## config.mk

```make
export PLATFORM = sky130hd
export DESIGN_NAME = nfha_ram
export DESIGN_NICKNAME = d
export VERILOG_FILES = /design/src/design/nfha_ram.sv
export SDC_FILE = /design/constraint.sdc
export NUM_CORES = 1
export LEC_CHECK = 0
export BUFFER_PORTS_ARGS = -buffer_cell sky130_fd_sc_hd__buf_2
export CORE_UTILIZATION = 49
export CTS_CLUSTER_SIZE = 16
export DETAILED_ROUTE_END_ITERATION = 10
export PLACE_DENSITY = 0.68
export SYNTH_ARGS = -nofsm -noshare
export SYNTH_HDL_FRONTEND = slang
export SYNTH_SLANG_ARGS = --single-unit
```

## constraint.sdc

```tcl
create_clock -name clk -period 2.57 [get_ports clk]
set_clock_uncertainty 0.1 [all_clocks]
set_input_delay 0.257 -clock clk [delete_from_list [all_inputs] [get_ports clk]]
set_output_delay 0.257 -clock clk [all_outputs]
set_load 0.01 [all_outputs]
```

## src/design/nfha_ram.sv

```systemverilog
// ----------------------------------------------------------------------------
// nfha_ram
// Generic single-clock RAM: one write port, one read port, registered read.
// ----------------------------------------------------------------------------
module nfha_ram #(
	parameter int WIDTH = 16,
	parameter int DEPTH = 16
) (
	input  logic                     clk,
	input  logic                     we,
	input  logic [$clog2(DEPTH)-1:0] waddr,
	input  logic [WIDTH-1:0]         wdata,
	input  logic [$clog2(DEPTH)-1:0] raddr,
	output logic [WIDTH-1:0]         rdata
);

	logic [WIDTH-1:0] mem [DEPTH];

	always_ff @(posedge clk) begin
		if (we) begin
			mem[waddr] <= wdata;
		end
		rdata <= mem[raddr];
	end

endmodule

```

# Yosys cells after proc, flatten, opt, wreduce, memory -nomap -nowiden
# Memories as Yosys holds them, arrays and structs flattened. A register that Yosys moved wholly into a read port is not among the register bits.
# Cells that the tools add are included.
# word_totals
input_bits	26
memories	1
reg_bits	0
mem_bits_rw	256
# op_classes
n_mux	2
# memory_table
memory	words	word_bits	read_ports	rd_ports_with_merged_regs	write_ports	line_no	text
mem	16	16	1	1	1	17	logic [WIDTH-1:0] mem [DEPTH];
# ops
operator	count
$mux W1	2

# Logic depth before layout (Yosys ltp)
# logic_depth
word_depth	2
ltp_mapped	5
mapped_depth_nobuf	3

# Worst setup path before layout
# OpenSTA, ideal clock, no wires.
# synth_path
kind	in2reg
from	in waddr[2]
to	mem mem[0][0], enable pin
arrival_ns	1.903
path_stages	2
setup_slack_ns	0.158
n_path_buf	0
cell_sequence	or3b_2 nor3_1
# synth_lines
element	line_no	text
from (decl)	11	input logic [$clog2(DEPTH)-1:0] waddr,
to (decl)	17	
# No word-level cell before the write port.

==> out/qor.csv <==
metric;value;unit
clockBufferDepth;3;
cp_cell_sequence;buf_4 > buf_12 > mux4_1 > a22oi_1 > nand2_1;
tns;0;ns
synth_seq_area_share;0.7973;
clock_latency;0.52;ns
setup_viol;0;
wire_per_inst;25.29;um
synth_area;10040;um2
synth_top_cells_by_area;edfxtp_1 (77%), mux4_2 (12%), dfxtp_1 (3.2%);
multiInputGateArea;1962;um2
core;20170;um2
path_class;input pin to flop;
crit_slowest_cell;mux4_1;
yosysTopAreaCellShare;0.7654;
status;finished, final reports clean;
period_share;0.5589;
reg2reg_to;rdata[1];
antenna_found_initial;0;
peakVddDrop;433.8;uV
hp-start;wdata[9];
critPathLaunchType;input pin;
rsz0062_at_grt;false;
holdWs;0.01409;ns
ant_nets;0;
die_y;145.2;um
grt_use_met1;0.2609;
relSlewSlack;0.6348;
gp_congestion;0.7363;
htree_levels;1;
crit_fanout;21;
met3_usage;0.03145;
power_density;772.4;nW/um2
slew_viol_final;0;
clk_pin_slew;0.06;ns
ys_types;19;
die_w;145.2;um
firstDrtPassIters;4;
grt_pass1_wl;30.62;mm
grt_max_degree;65;
regToRegStartpoint;mem[0][1];
routed_via_density;5.769;
max_clock_freq;696.2;MHz
tightest_slew;0.5472;ns
r2r_cells;3;
fp.dieArea;21070;um2
num_vias;4667;
worstPathArrival;1.75;ns
nets;547;
n_antenna_cell;0;
rows;52;
drt_iter0_markers;323;
whs_path_depth;1;
start_util;0.4980;
syn_area_per_cell;23.25;um2
hold_path_class;input pin to flop;
maxCapViolations;0;
reg2reg_slack;1.17;ns
grt_pass1_vias;5000;
cts_tree;done;
final.min_clock_period;1.436;ns
drc_errors;0;
wl;20.46;mm
syn_nets;458;
use_met2;0.3490;
seq_area;8008;um2
critical-path-top-delay-family;buffers and inverters;
worst-path-buf-inv;2;
grtUsageTotal;0.2015;
layout-drive-gt1-share;0.3321;
clock_sinks;272;
port_buffers;41;
syn2layout_area_growth;16.66;%
synth_cells;432;
hold_violations;0;
power_leakage;0.003858;uW
min_to;mem[14][9];
end_kind;flop;
ys_warn_count;0;
io_pins;42;
busiest_layer;met2;
dp_hpwl;11.22;mm
critPathMaxStageDelay;0.57;ns
clockRootBuffer;clkbuf_16;
cts_setup_buffers;0;
cts_made_buffers;27;
synth_seq_cells;272;
yosysTopAreaCell;edfxtp_1;
required;2.88;ns
n_fill_cell;1479;
globalRoute.totalOverflow;0;
cell families after synthesis:
kind of cell | after synthesis | share of synthesized area
multiplexers | 64 | 0.1473
flip-flops | 272 | 0.7973
AO/OA/AOI/OAI | 32 | 0.02392
AND/OR/NAND/NOR | 43 | 0.01918
buffers and inverters | 21 | 0.01233
cell usage in the layout (no fill, tap or decap):
cell type	instances
nor2_1	1
inv_8	1
nor3_2	4
clkinv_2	4
nand2b_1	2
dfxtp_1	16
nor2b_1	2
or3b_2	1
buf_12	5
nand2_1	17
mux4_1	10
nand3_1	1
nor2_2	12
and2_1	1
mux4_2	54
dlygate4sd3_1	10
clkbuf_1	10
buf_4	26
clkbuf_8	5
clkbuf_16	27
edfxtp_1	256
a22oi_1	32
buf_2	40
nand3b_1	2
worst max path at each step:
stage               slack [ns]        end      from  cells after the start
finish                    1.13  rdata[11]  raddr[0]                      5
global route              1.01   rdata[4]  raddr[0]                      5
CTS                       1.12  rdata[11]  raddr[0]                      5
detailed placement        0.57  rdata[11]  raddr[0]                      5
global placement          0.60   rdata[4]  raddr[0]                      5
floorplan                 0.16  mem[0][0]  waddr[2]                      2
power by group:
| group | total (uW) | internal (uW) | leakage (uW) | switching (uW) |
|---|---|---|---|---|
| sequential | 4990 | 4960 | 0.00245 | 28.9 |
| combinational | 463 | 203 | 0.00101 | 260 |
| clock | 3600 | 2080 | 0.000402 | 1520 |
| total | 9050 | 7240 | 0.00386 | 1810 |
state kept, by name, summed over array words and instances, names as in the netlist:
signal	flops
mem	256
rdata	16
through the flow:
stage	setup WS [ns]	instances	utilization	total power [uW]	cell area (um2)
after global routing	1.007	809	0.5809	9326	11720
after global placement	0.6038	752	0.5356	5522	10800
final	1.134	809	0.5809	9049	11720
after floorplan	0.1579	432	-	5330	10040
after CTS	1.117	809	0.5809	9126	11720
after detailed placement	0.5684	752	0.5356	5541	10800
cell usage after synthesis:
cell type  number
nand3_1         1
a22oi_1        32
buf_6           4
mux4_1         10
or3b_2          1
buf_2           3
nand2_1        17
clkbuf_1        8
dfxtp_1        16
buf_4           3
mux4_2         54
nand3b_1        2
nor3_1          4
nand2b_1        2
nor2b_1         2
edfxtp_1      256
and2_1          1
buf_1           3
nor2_1         13
routing by layer:
layer  share of wire  wire (um)
met3           0.065       1326
met5               0          0
met1            0.40       8110
met4           0.030        622
met2            0.51      10400
area by class of cell:
| cell class | instances | share of cell area |
|---|---|---|
| clock buffer | 42 | 0.06675 |
| multi-input combinational | 139 | 0.1675 |
| sequential | 272 | 0.6835 |
| tap | 270 | 0.02883 |
| timing repair buffer | 81 | 0.05083 |
| clock inverter | 5 | 0.002670 |
what timing repair did:
action / CTS / global route
hold buffers: 10 / 0
gates resized for setup: 0 / 0
setup endpoints to repair: 0 / 0
hold endpoints to repair: 144 / 0
(Power assumes the default switching activity.)
